==> src/hdl/bdhe_pkg.sv <==
// Shared types and constants for the button debounce and hold event block.
package bdhe_pkg;

  localparam int unsigned TimeW = 32;
  localparam int unsigned CfgW = 16;
  localparam int unsigned CfgIndexW = 2;

  localparam logic [CfgIndexW-1:0] RegDebounceTime = 2'd0;
  localparam logic [CfgIndexW-1:0] RegHoldTime = 2'd1;

  localparam logic [CfgW-1:0] DebounceTimeReset = 16'd35;
  localparam logic [CfgW-1:0] HoldTimeReset = 16'd600;

  typedef enum logic [1:0] {
    EV_DOWN  = 2'd0,
    EV_HOLD  = 2'd1,
    EV_UP    = 2'd2,
    EV_SHORT = 2'd3
  } event_kind_t;

  // Results of one sample: the first event, and for an up with no hold,
  // a short press that follows with the same duration.
  typedef struct packed {
    event_kind_t      kind;
    logic [TimeW-1:0] held;
    logic             two;
  } run_t;

endpackage

==> src/hdl/bdhe_if.sv <==
// Channel interfaces: raw samples in, button events out.
interface bdhe_in_if;
  import bdhe_pkg::*;
  logic             valid;
  logic             ready;
  logic             pressed_level;
  logic [TimeW-1:0] now_ms;

  modport source (output valid, output pressed_level, output now_ms, input ready);
  modport sink (input valid, input pressed_level, input now_ms, output ready);
endinterface

interface bdhe_out_if;
  import bdhe_pkg::*;
  logic             valid;
  logic             ready;
  logic [1:0]       event_kind;
  logic [TimeW-1:0] held_ms;
  logic             last_of_run;

  modport source (output valid, output event_kind, output held_ms, output last_of_run,
                  input ready);
  modport sink (input valid, input event_kind, input held_ms, input last_of_run,
                output ready);
endinterface

==> src/hdl/bdhe_evt_queue.sv <==
// Two-entry queue of per-sample event runs, sent out one event per beat.
module bdhe_evt_queue
  import bdhe_pkg::*;
(
  input  logic clk,
  input  logic rst,
  input  logic push,
  input  run_t push_run,
  output logic push_ready,
  bdhe_out_if.source events
);

  run_t       mem [2];
  logic       wr_ptr;
  logic       rd_ptr;
  logic [1:0] count;
  logic       sub;

  run_t       head;
  logic       last;
  logic       fire;
  logic       pop;
  logic       do_push;

  assign head       = mem[rd_ptr];
  assign last       = sub | ~head.two;
  assign push_ready = (count != 2'd2);
  assign do_push    = push & push_ready;
  assign fire       = events.valid & events.ready;
  assign pop        = fire & last;

  assign events.valid       = (count != 2'd0);
  assign events.event_kind  = sub ? EV_SHORT : head.kind;
  assign events.held_ms     = head.held;
  assign events.last_of_run = last;

  always_ff @(posedge clk) begin
    if (do_push) begin
      mem[wr_ptr] <= push_run;
    end
  end

  always_ff @(posedge clk) begin
    if (rst) begin
      wr_ptr <= 1'b0;
      rd_ptr <= 1'b0;
      count  <= 2'd0;
      sub    <= 1'b0;
    end else begin
      if (do_push) begin
        wr_ptr <= ~wr_ptr;
      end
      if (pop) begin
        rd_ptr <= ~rd_ptr;
      end
      // advance to the trailing short beat, drop back after the last one
      if (fire) begin
        sub <= ~last;
      end
      case ({do_push, pop})
        2'b10:   count <= count + 2'd1;
        2'b01:   count <= count - 2'd1;
        default: count <= count;
      endcase
    end
  end

  a_count_bound: assert property (@(posedge clk) disable iff (rst) count != 2'd3)
    else $error("event queue count out of range");

  a_sub_needs_pair: assert property (@(posedge clk) disable iff (rst)
    sub |-> (count != 2'd0) && head.two)
    else $error("second beat without a two-event run");

  a_sub_holds: assert property (@(posedge clk) disable iff (rst)
    sub && !events.ready |=> sub && $stable(rd_ptr))
    else $error("stalled second beat moved");

  a_push_counts: assert property (@(posedge clk) disable iff (rst)
    do_push && !pop |=> count == $past(count) + 2'd1)
    else $error("push not counted");

endmodule

==> src/hdl/button_debounce_hold_events_core.sv <==
// Top level: debounce raw button samples and emit down, hold, up and short events.
//
//   channel   dir  beat payload
//   samples   in   pressed_level, now_ms
//   events    out  event_kind, held_ms, last_of_run
//   cfg_*     in   write enable, register index, 16-bit data
//
// One sample is taken per cycle while the run queue has room; its state update and
// events are formed in the accept cycle and queued in a two-entry run queue.
// A sample with two events (up then short) holds the output for two beats.
// samples.ready drops only while both queue entries are occupied.
// rst is synchronous: state clears, registers return to 35 and 600 ms.
module button_debounce_hold_events_core
  import bdhe_pkg::*;
(
  input  logic                 clk,
  input  logic                 rst,
  input  logic                 cfg_we,
  input  logic [CfgIndexW-1:0] cfg_index,
  input  logic [CfgW-1:0]      cfg_data,
  bdhe_in_if.sink              samples,
  bdhe_out_if.source           events
);

  logic [CfgW-1:0]  debounce_time;
  logic [CfgW-1:0]  hold_time;

  logic             previous_sample;
  logic [TimeW-1:0] change_time;
  logic             stable_level;
  logic             hold_reported;
  logic [TimeW-1:0] press_time;

  logic             accept;
  logic             push_ready;
  logic             level;
  logic [TimeW-1:0] now;
  logic [TimeW-1:0] change_time_next;
  logic             settled;
  logic [TimeW-1:0] held;
  logic             push;
  run_t             push_run;
  logic             stable_level_next;
  logic             hold_reported_next;
  logic [TimeW-1:0] press_time_next;

  assign level  = samples.pressed_level;
  assign now    = samples.now_ms;
  assign accept = samples.valid & push_ready;
  assign samples.ready = push_ready;

  always_comb begin
    change_time_next   = (level != previous_sample) ? now : change_time;
    settled            = (now - change_time_next) >= {{(TimeW-CfgW){1'b0}}, debounce_time};
    held               = now - press_time;
    push               = 1'b0;
    push_run.kind      = EV_DOWN;
    push_run.held      = held;
    push_run.two       = 1'b0;
    stable_level_next  = stable_level;
    hold_reported_next = hold_reported;
    press_time_next    = press_time;
    if (settled) begin
      if (level == stable_level) begin
        if (stable_level && !hold_reported &&
            held >= {{(TimeW-CfgW){1'b0}}, hold_time}) begin
          hold_reported_next = 1'b1;
          push               = 1'b1;
          push_run.kind      = EV_HOLD;
        end
      end else begin
        stable_level_next = level;
        push              = 1'b1;
        if (level) begin
          press_time_next    = now;
          hold_reported_next = 1'b0;
          push_run.kind      = EV_DOWN;
          push_run.held      = '0;
        end else begin
          push_run.kind = EV_UP;
          push_run.two  = ~hold_reported;
        end
      end
    end
  end

  always_ff @(posedge clk) begin
    if (rst) begin
      debounce_time <= DebounceTimeReset;
      hold_time     <= HoldTimeReset;
    end else if (cfg_we) begin
      case (cfg_index)
        RegDebounceTime: debounce_time <= cfg_data;
        RegHoldTime:     hold_time     <= cfg_data;
        default:         ;
      endcase
    end
  end

  always_ff @(posedge clk) begin
    if (rst) begin
      previous_sample <= 1'b0;
      change_time     <= '0;
      stable_level    <= 1'b0;
      hold_reported   <= 1'b0;
      press_time      <= '0;
    end else if (accept) begin
      previous_sample <= level;
      change_time     <= change_time_next;
      stable_level    <= stable_level_next;
      hold_reported   <= hold_reported_next;
      press_time      <= press_time_next;
    end
  end

  bdhe_evt_queue u_queue (
    .clk        (clk),
    .rst        (rst),
    .push       (accept & push),
    .push_run   (push_run),
    .push_ready (push_ready),
    .events     (events)
  );

endmodule

==> src/flat_wrapper.sv <==
// flat-port wrapper written by rule: the top's interface ports become plain ports
module button_debounce_hold_events_core_flat import bdhe_pkg::*;
  (clk, rst, cfg_we, cfg_index, cfg_data, samples_valid, samples_pressed_level, samples_now_ms, samples_ready, events_valid, events_event_kind, events_held_ms, events_last_of_run, events_ready);
  bdhe_in_if samples_i ();
  bdhe_out_if events_i ();
  input  logic clk;
  input  logic rst;
  input  logic cfg_we;
  input  logic [CfgIndexW-1:0] cfg_index;
  input  logic [CfgW-1:0] cfg_data;
  input wire logic [$bits(samples_i.valid)-1:0] samples_valid;
  input wire logic [$bits(samples_i.pressed_level)-1:0] samples_pressed_level;
  input wire logic [$bits(samples_i.now_ms)-1:0] samples_now_ms;
  output wire logic [$bits(samples_i.ready)-1:0] samples_ready;
  output wire logic [$bits(events_i.valid)-1:0] events_valid;
  output wire logic [$bits(events_i.event_kind)-1:0] events_event_kind;
  output wire logic [$bits(events_i.held_ms)-1:0] events_held_ms;
  output wire logic [$bits(events_i.last_of_run)-1:0] events_last_of_run;
  input wire logic [$bits(events_i.ready)-1:0] events_ready;
  assign samples_i.valid = samples_valid;
  assign samples_i.pressed_level = samples_pressed_level;
  assign samples_i.now_ms = samples_now_ms;
  assign samples_ready = samples_i.ready;
  assign events_valid = events_i.valid;
  assign events_event_kind = events_i.event_kind;
  assign events_held_ms = events_i.held_ms;
  assign events_last_of_run = events_i.last_of_run;
  assign events_i.ready = events_ready;
  button_debounce_hold_events_core u_core (.clk(clk), .rst(rst), .cfg_we(cfg_we), .cfg_index(cfg_index), .cfg_data(cfg_data), .samples(samples_i), .events(events_i));
endmodule
==> config.mk <==
export PLATFORM = sky130hd
export DESIGN_NAME = button_debounce_hold_events_core_flat
export DESIGN_NICKNAME = d
export VERILOG_FILES = /design/src/hdl/bdhe_pkg.sv /design/src/hdl/bdhe_if.sv /design/src/hdl/bdhe_evt_queue.sv /design/src/hdl/button_debounce_hold_events_core.sv /design/src/flat_wrapper.sv
export SDC_FILE = /design/constraint.sdc
export NUM_CORES = 1
export LEC_CHECK = 0
export BUFFER_PORTS_ARGS = -buffer_cell sky130_fd_sc_hd__buf_2
export CAP_MARGIN = 5
export CORE_MARGIN = 4
export CORE_UTILIZATION = 56
export CTS_CLUSTER_SIZE = 24
export DETAILED_ROUTE_END_ITERATION = 8
export PLACE_DENSITY_LB_ADDON = 0.08
export SYNTH_ARGS = -nofsm -noshare
export SYNTH_HDL_FRONTEND = slang
export SYNTH_SLANG_ARGS = --single-unit
==> constraint.sdc <==
create_clock -name clk -period 24.9 [get_ports clk]
set_input_delay 4.98 -clock clk [delete_from_list [all_inputs] [get_ports clk]]
set_output_delay 4.98 -clock clk [all_outputs]
set_load 0.01 [all_outputs]
# == Yosys cells after proc, flatten, opt, wreduce, memory -nomap -nowiden ==
# Memories as Yosys holds them, arrays and structs flattened. A register that Yosys moved wholly into a read port is not among the register bits.
# Cells that the tools add are included.
# classes
n_mux,20
addsub,4
shifts,0
order_cmp,2
reduce_logical,12
multipliers,0
div,0
bitwise,12
eq_ne,7
# op_table
op,n
>= comparator 32 x 16 -> 1 bit,2
two-way mux 32 bit,2
subtractor 32 bit,2
two-way mux 35 bit,1
two-way mux 33 bit,1
two-way mux 1 bit,12
AND reduction 4 bit,2
two-way mux 2 bit,3
inverter 1 bit,6
nonzero test 2 bit,3
AND 1 bit,5
"== test 2 x 1 -> 1 bit, second input constant",2
"inequality test 2 bit, second input constant",2
one-hot mux 2 bit (2 select lines),1
AND reduction 2 bit,2
AND reduction 3 bit,1
"adder 2 x 1 -> 2 bit, second input constant",1
"== test 2 bit, second input constant",1
logical AND 1 bit,2
logical NOT 2 bit,1
"subtractor 2 x 1 -> 2 bit, second input constant",1
== test 1 bit,1
logical NOT 1 bit,1
inequality test 1 bit,1
bitwise OR 1 bit,1
# totals
romBits,0
latch_bits,0
elab_cells,69
output_inout_bits,37
reg_bits,104
in_bits,56
n_memories,1
mem_bits_rw,70
# mem_list
name,words,word_bits,rd,rd_clocked_by_memory_dff,write_ports,line,text
u_core.u_queue.mem,2,35,1,1,1,bdhe_evt_queue.sv:13,run_t mem [2];

# == Depth between registers and ports, before layout ==
# Gate-level depths: netlist of run 1.
# depth
ltp_word,10
ltp_mapped,34
ltp_nobuf,31

# == By module ==
# From an unflattened synthesis of run 1, not the netlist that was laid out.
# hier_totals
cells_unflattened,1409
area_unflattened_um2,12090.3
# by_module_without_submodules
mod,n_inst,area_per_inst_um2,seq_area_each_um2,cells_per_inst
button_debounce_hold_events_core,1,9263.9,1981.9,1266
bdhe_evt_queue,1,2826.5,2222.1,143

# == Least setup slack after synthesis of run 1 ==
# OpenSTA, ideal clock, no wires.
# synth_timing
path_type,input to register
from,input port samples_pressed_level
to,memory u_core.u_queue.mem[0][0] in the netlist's numbering (enable)
slack_ns,13.199
path_stages,30
arrival_ns,11.274
path_buffers,3
path_cell_list,xnor2_1 > buf_2 > clkbuf_1 > clkbuf_1 > nand2_1 > o21ai_0 > ha_1 > inv_1 > ha_1 > inv_1 > a211oi_1 > o32ai_1 > a21oi_1 > a21oi_1 > a21oi_1 > maj3_1 > xor2_1 > a21oi_1 > ha_1 > nand2_1 > nor3_1 > a221oi_1 > nor2_1 > a211oi_1 > o311ai_0 > nor4_1 > nand4bb_1 > o21ai_1 > a21o_1 > nor2_1
# synth_via
elab_chain_cells,9
elab_cells_between_ends,11
classes_between,1 x add/sub; 1 x order compare; 2 x eq/ne; 5 x mux; 2 x bitwise
# synth_rtl
item,line,text
start: declaration,flat_wrapper.sv:12,input wire logic [$bits(samples_i.pressed_level)-1:0] samples_pressed_level;
inequality test 1 bit,button_debounce_hold_events_core.sv:53,change_time_next = (level != previous_sample) ? now : change_time;
two-way mux 32 bit,button_debounce_hold_events_core.sv:53,
net u_core.change_time_next[0],button_debounce_hold_events_core.sv:38,logic [TimeW-1:0] change_time_next;
subtractor 32 bit,button_debounce_hold_events_core.sv:54,"settled = (now - change_time_next) >= {{(TimeW-CfgW){1'b0}}, debounce_time};"
>= comparator 32 x 16 -> 1 bit,button_debounce_hold_events_core.sv:54,
two-way mux 1 bit,button_debounce_hold_events_core.sv:63,if (settled) begin
AND 1 bit,button_debounce_hold_events_core.sv:119,".push (accept & push),"
AND 1 bit,bdhe_evt_queue.sv:28,assign do_push = push & push_ready;
two-way mux 1 bit,bdhe_evt_queue.sv:38,if (do_push) begin
two-way mux 1 bit (implied by the code),bdhe_evt_queue.sv:39,mem[wr_ptr] <= push_run;
end: declaration,bdhe_evt_queue.sv:13,
# The timed path passes the listed nets, and every way through them passes these cells.

# == Final worst setup path of run 1 ==
# layout_timing
from,input port samples_pressed_level
to,register u_core.u_queue.count[1]
# layout_via
elab_chain_cells,9
elab_cells_between_ends,13
classes_between,1 x add/sub; 1 x order compare; 4 x eq/ne; 4 x mux; 2 x bitwise; 1 x reduce/logical
# layout_rtl
item,line,text
inequality test 1 bit *,button_debounce_hold_events_core.sv:53,
two-way mux 32 bit *,button_debounce_hold_events_core.sv:53,
net u_core.change_time_next[0],button_debounce_hold_events_core.sv:38,
subtractor 32 bit *,button_debounce_hold_events_core.sv:54,
>= comparator 32 x 16 -> 1 bit *,button_debounce_hold_events_core.sv:54,
two-way mux 1 bit *,button_debounce_hold_events_core.sv:63,
AND 1 bit *,button_debounce_hold_events_core.sv:119,
AND 1 bit *,bdhe_evt_queue.sv:28,
== test 2 x 1 -> 1 bit or == test 2 bit (tied branches),bdhe_evt_queue.sv:60,"case ({do_push, pop})"
one-hot mux 2 bit (2 select lines) or nonzero test 2 bit (tied branches),n/a,
end signal: assignment,bdhe_evt_queue.sv:61,2'b10: count <= count + 2'd1;
end signal: assignment,bdhe_evt_queue.sv:62,2'b01: count <= count - 2'd1;
end signal: assignment,bdhe_evt_queue.sv:63,default: count <= count;
end: declaration,bdhe_evt_queue.sv:16,logic [1:0] count;
# The timed path passes the listed nets; every way through them passes the cells marked *.
# A chain may end at the register's enable or synchronous reset.

==> flow_summary.ini, run 1 <==
[status]
outcome = complete, no violations

[yosys]
synth_top_area_share = 0.177
yosys.cell_types.count = 86
synth_warnings = 0
syn-instance-count = 1377
synth.area.top_cells = dfxtp_1 18%, edfxtp_1 18%, ha_1 9.2%
synth_top_area_cell = dfxtp_1
ys_seq_area_frac = 0.355
syn_area_um2 = 11800
yosys_register_bits = 175
synth.avg_cell_area_um2 = 8.60
async_flop_share = 0
ys.flop_type = dfxtp_1
synth_edf_count = 70
synth_nets = 1521

[routing]
finalWirelength_mm = 29.8
ant_nets = 0
vias = 10024
via_per_inst = 5.83
firstDrtPassIters = 5
drt_first_iter_violations = 627
drc_errors = 0
routedWlPerCell_um = 17.3

[flow_run]
drv_cap = 0

[floorplan]
die_w_um = 153
core_area_um2 = 20500
die_area_um2 = 23500
initial_utilization = 0.578
ios = 93
rows = 52
die_h_um = 153

[critical_path]
crit_slowest_cell = o32ai_1
max_stage_delay_ns = 0.44
worstSetupStartpointType = primary input
cp.required_ns = 25.26
worstSetupPathType = in -> reg
cp_data_arrival_time_ns = 11.70
crit_fanout = 29
endpoint_kind = flop

[sta]
finalClockSkew_ns = 0.0154
whs_ns = 0.455
tightest_slew_ns = 1.16
setup-tns-final_ns = 0
finalHoldViolCount = 0
rsz0062_at_grt = no
final-setup-viol-count = 0
fmax_ghz = 0.0882
maxSlewViolCount = 0
fin_crit_ns = 11.34
timing.slew.headroom = 0.223
timing.final.crit_share = 0.456

[cells_and_area]
areaGrowthSynthToFinish_pct = 10.1
fin_area_um2 = 13000
drive_above_1_share = 0.134
fillers = 1837
nNetsFinal = 1580

[power_and_ir_drop]
p_leak_uw = 0.00518
powerDensity_nw_per_um2 = 70.0
power.ir.vdd_worst_uv = 55.8
power_uw = 912

[placement]
numPortBuffers = 92
place_area_um2 = 12500
dp_hpwl_mm = 23.1
globalplace.congestion = 0.935

[min_path]
min_path_type = reg -> reg

[grt]
grt_max_degree = 74
grt_pass1_wl_mm = 47.9
first_global_vias = 9233
overflow = 0
antenna_found_initial = 1
track_usage = 0.247

[clock_tree]
ctsResizeCount = 0
clk_path_buf_depth = 2
htreeDepth = 4
cts_tree = built
numClockSinks = 175
hold_buffers = 0
path_clk_slew_ns = 0.07
cts-buffers-inserted = 17
cts_setup_buffers = 0
cts_root_buf = clkbuf_16
clock_latency_ns = 0.44
## placed cells by master (no fill, tap or decap), types with 7 or more instances in the layout
cell	n
nand2_1	187
a21oi_1	130
nor2_1	110
dfxtp_1	105
buf_2	91
inv_1	90
ha_1	87
edfxtp_1	70
mux2i_1	55
o21ai_0	55
mux2_2	34
nor2b_1	32
xnor2_1	30
nand2b_1	24
nand3_1	23
nor3_1	22
xor2_1	22
a21o_1	20
clkbuf_16	17
a211oi_1	16
o21a_1	15
nand4_1	13
a211o_1	11
nor4_1	10
buf_4	10
o211ai_1	9
and2_1	8
a221oi_1	8
o22ai_1	7
## metal layers
| metal | global-route usage | share of wire | wire, µm | up-vias |
|---|---|---|---|---|
| met1 | 0.349 | 0.47 | 14100 | 4683 |
| met4 | 0.0643 | 0.019 | 561 | 0 |
| li1 | - | - | - | 5042 |
| met5 | 0 | 0 | 0 | - |
| met3 | 0.0308 | 0.044 | 1300 | 42 |
| met2 | 0.405 | 0.47 | 13900 | 257 |
## sequential cells by signal (all words and copies together) (netlist names), 2 cells and up, named ones only
register and count:
u_core.change_time 32, u_core.press_time 32, u_core.u_queue.mem 70, u_core.debounce_time 16
u_core.hold_time 16, u_core.u_queue.count 2
## path summary, 6_finish.rpt
check                         startpoint  depth (start not counted)                       to  slack, ns
setup / recovery   samples_pressed_level                         32  u_core.u_queue.count[1]      13.56
hold / removal    u_core.change_time[12]                          2   u_core.change_time[12]       0.46
setup reg to reg  u_core.previous_sample                         31  u_core.u_queue.count[1]      17.84
hold reg to reg   u_core.change_time[12]                          2   u_core.change_time[12]       0.46
## critical path, delay by kind of cell
family	cells	cell delay, ns
AND/OR/NAND/NOR	7	1.34
AO/OA/AOI/OAI	15	3.38
adder cells (fa/ha/maj)	4	0.99
XOR/XNOR	2	0.29
buffers and inverters	4	0.71
## per-stage QoR
stage	std cells	util	worst slack, ns
after floorplan	1377	-	13.20
after global placement	1687	0.609	13.48
after detailed placement	1687	0.609	13.20
after CTS	1719	0.636	13.63
after global routing	1720	0.636	12.86
final	1720	0.636	13.56
## kinds of logic (layout without fill, tap and decap cells)
kind of cell	after synthesis	in the layout	synth area share
flops	175	175	0.355
other cells	0	1	0
mux	90	90	0.0797
compound gates	343	343	0.188
buf+inv	151	223	0.0512
simple gates	474	474	0.191
xor+xnor	54	54	0.0406
fa+ha+maj	90	90	0.0953
## final cells by class
cell class              instances  area (µm²)  area share
clock buffers                  18         429      0.0329
multi-input cells            1051        7070       0.542
flip-flops and latches        175        4200       0.322
repair buffers                101         531      0.0407
diodes                          1        2.50    0.000192
clock inverters                14         126     0.00969
well taps                     270         338      0.0259
inverters                      90         338      0.0259
## where the power goes
part	switching, µW	total [µW]	internal (µW)
logic	187	314	127
registers	11.7	340	328
clock network	126	259	132
total	325	912	587
## cell usage after synthesis (6+ instances only)
cell      number
o211ai_1       9
dfxtp_1      105
o31a_1         6
a221oi_1       8
nand3_1       23
a21boi_0       6
and2_1         8
nand2b_1      24
inv_1         90
o22ai_1        7
a211o_1       11
xnor2_1       31
xor2_1        22
o221ai_1       6
o21a_1        15
ha_1          87
a211oi_1      16
nor2_1       112
nand4_1       13
clkbuf_1      48
a21oi_1      130
o21ai_0       55
nor2b_1       32
nand2_1      187
nor4_1        10
nor3_1        22
or3_1          6
mux2i_1       55
edfxtp_1      70
o21bai_1       6
a21o_1        20
mux2_2        34
Note: power is estimated with default switching activity, not from simulation.
==> run 2: changes to the inputs <==
--- a/config.mk
+++ b/config.mk
@@ -5,6 +5,7 @@
 export SDC_FILE = /design/constraint.sdc
 export NUM_CORES = 1
 export LEC_CHECK = 0
+export ABC_AREA = 1
 export BUFFER_PORTS_ARGS = -buffer_cell sky130_fd_sc_hd__buf_2
 export CAP_MARGIN = 5
 export CORE_MARGIN = 4
==> constraint.sdc (replaced) <==
create_clock -name clk -period 9.3 [get_ports clk]
set_input_delay 1.86 -clock clk [delete_from_list [all_inputs] [get_ports clk]]
set_output_delay 1.86 -clock clk [all_outputs]
set_load 0.01 [all_outputs]
==> flow_summary.ini, run 2 <==
[cells_and_area]
most-common-layout-cells = 685 x nand2_1, 384 x inv_1, 200 x nor2_1
areaGrowthSynthToFinish_pct = 9.43
drive_above_1_share = 0.0815
regMostFlops = u_core.u_queue.mem
layout_commonest_cell = nand2_1
largest_reg_flops = 70
top_regs = u_core.u_queue.mem: 70 flops, u_core.change_time: 32 flops, u_core.press_time: 32 flops
nNetsFinal = 2241

[yosys]
synth_xor_area_frac = 0.0203
synth_warnings = 0
synthTopCellsByCount = 685 x nand2_1, 384 x inv_1, 202 x nor2_1
synth_top_family_by_area = simple AND/OR/NAND/NOR gates
syn_area_um2 = 12900
ys_seq_area_frac = 0.325
synthAdderAreaFrac = 0.0857
synth_compound_area_frac = 0.0935
synth_top_area_share = 0.199
ys.flop_type = dfxtp_1
synth_nets = 2172
synth.area.top_cells = nand2_1 20%, dfxtp_1 16%, edfxtp_1 16%
syn-instance-count = 2028
yosys_register_bits = 175
yosys.cell_types.count = 38
synth_top_area_cell = nand2_1
yosys.area_share.simple = 0.342
synth.avg_cell_area_um2 = 6.38
async_flop_share = 0
synth_edf_count = 70
synthMuxAreaShare = 0
synthMostInstantiatedCell = nand2_1

[status]
outcome = complete, no violations

[routing]
ant_nets = 0
routedWlPerCell_um = 14.8
via_per_inst = 5.15
finalWirelength_mm = 35.4
drc_errors = 0
vias = 12347
drt_first_iter_violations = 931
firstDrtPassIters = 5

[sta]
rsz0062_at_grt = no
finalHoldViolCount = 0
maxSlewViolCount = 0
fin_crit_ns = 7.15
setup_ws_ns = 2.15
setup-tns-final_ns = 0
timing.slew.headroom = 0.311
timing.final.crit_share = 0.769
tightest_slew_ns = 1.03
final-setup-viol-count = 0
fmax_ghz = 0.140
finalClockSkew_ns = 0.0238

[clock_tree]
numClockSinks = 175
cts_tree = built
hold_buffers = 0
htreeDepth = 4
clock_latency_ns = 0.44
cts-buffers-inserted = 17
cts_setup_buffers = 0
clk_path_buf_depth = 2
ctsResizeCount = 0
cts_root_buf = clkbuf_16
path_clk_slew_ns = 0.07

[placement]
numPortBuffers = 92
dp_hpwl_mm = 27.9
place_ws_ns = 1.71
globalplace.congestion = 0.946

[grt]
overflow = 0
grt_pass1_wl_mm = 57.0
grt_max_degree = 65
first_global_vias = 11396
antenna_found_initial = 0
track_usage = 0.273

[critical_path]
crit_fanout = 40
cp_top_family = simple AND/OR/NAND/NOR gates
cp.required_ns = 9.40
path_common_cell = nand2_1
endpoint_kind = flop
crit_slowest_cell = inv_1
worstSetupStartpointType = primary input
worstSetupPathType = in -> reg
crit_buf_inv = 5
max_stage_delay_ns = 0.96
cp_data_arrival_time_ns = 7.25

[floorplan]
core_area_um2 = 22700
die_area_um2 = 25600
ios = 93
die_w_um = 160
die_h_um = 160
rows = 55
initial_utilization = 0.570

[flow_run]
drv_cap = 0

[power_and_ir_drop]
p_leak_uw = 0.00777
powerDensity_nw_per_um2 = 192
power.ir.vdd_worst_uv = 120

[min_path]
min_path_type = reg -> reg
-- run 2: cell types whose count changed after synthesis, sizes merged, moves of 24 or more --
| cell | before | now |
|---|---|---|
| nand2 | 187 | 694 |
| a21oi | 130 | 87 |
| nand3 | 23 | 106 |
| nor2 | 112 | 211 |
| mux2i | 55 | 0 |
| nand2b | 24 | 0 |
| xnor2 | 31 | 5 |
| mux2 | 35 | 0 |
| inv | 90 | 390 |
| nor2b | 32 | 0 |
| o21ai | 59 | 89 |
-- run 2: per-layer routing --
metal,up-vias,track usage,routed length [µm]
li1,6457,-,-
met1,5481,0.372,16100
met2,350,0.460,16400
met3,59,0.0333,2060
met4,0,0.0739,765
met5,-,0,0
-- run 2: layout make-up --
class / instances / area, µm²
Antenna cell: 1 / 2.50
Clock inverter: 15 / 184
Clock buffer: 17 / 425
Multi-Input combinational cell: 1413 / 7020
Timing Repair Buffer: 97 / 498
Inverter: 393 / 1480
Tap cell: 285 / 357
Fill cell: 2174 / 8550
Sequential cell: 175 / 4200
-- run 2: worst reg2reg max path: stages (launching register included) --
cell	delay [ns]
dfxtp_1	0.36
inv_1	0.09
nand2_2	0.07
nand2_2	0.43
inv_1	0.97
o21ai_0	0.22
ha_1	0.38
inv_1	0.07
nor2_1	0.21
nand2_1	0.17
nor2_1	0.13
nand2_1	0.06
nand2_1	0.09
xor2_1	0.08
ha_1	0.32
nand4_1	0.10
a21oi_1	0.14
nor2_1	0.06
nand2_1	0.07
nor2_1	0.04
nand2_1	0.06
nor2_1	0.04
nand2_1	0.09
nor2_4	0.06
nand2_4	0.12
nand3_1	0.15
nor2_2	0.54
buf_4	0.42
-- run 2: final timing paths --
check | slack [ns] | end | from | cells past startpoint
max reg2reg | 3.45 | u_core.u_queue.mem[0][23] | u_core.previous_sample | 27
min | 0.46 | u_core.u_queue.rd_ptr | u_core.u_queue.rd_ptr | 1
min reg2reg | 0.46 | u_core.u_queue.rd_ptr | u_core.u_queue.rd_ptr | 1
max | 2.15 | u_core.u_queue.mem[0][23] | samples_pressed_level | 28
-- run 2: cells by family (layout without fill, tap and decap cells) --
family / count (synthesis) / count (layout)
AND/OR/NAND/NOR: 1075 / 1075
buffers and inverters: 440 / 522
AO/OA/AOI/OAI: 220 / 220
flip-flops: 175 / 175
adder cells (fa/ha/maj): 88 / 88
XOR/XNOR: 30 / 30
other: 0 / 1
-- run 2: through the flow --
stage	hold WS [ns]	utilization	total power, µW	instances	instance area [µm²]
6_report	0.458	0.624	2720	2396	14200
3_5_place_dp	0.444	0.597	1990	2363	13500
3_3_place_gp	0.437	0.597	1970	2363	13500
4_1_cts	0.456	0.623	2730	2395	14200
5_1_grt	0.487	0.623	2930	2395	14200
2_1_floorplan	0.426	-	1710	2028	12900
-- run 2: where the power goes --
part | total, µW | switching, µW | internal, µW
combinational | 1060 | 704 | 353
sequential | 926 | 27.3 | 899
clock | 740 | 351 | 388
total | 2720 | 1080 | 1640
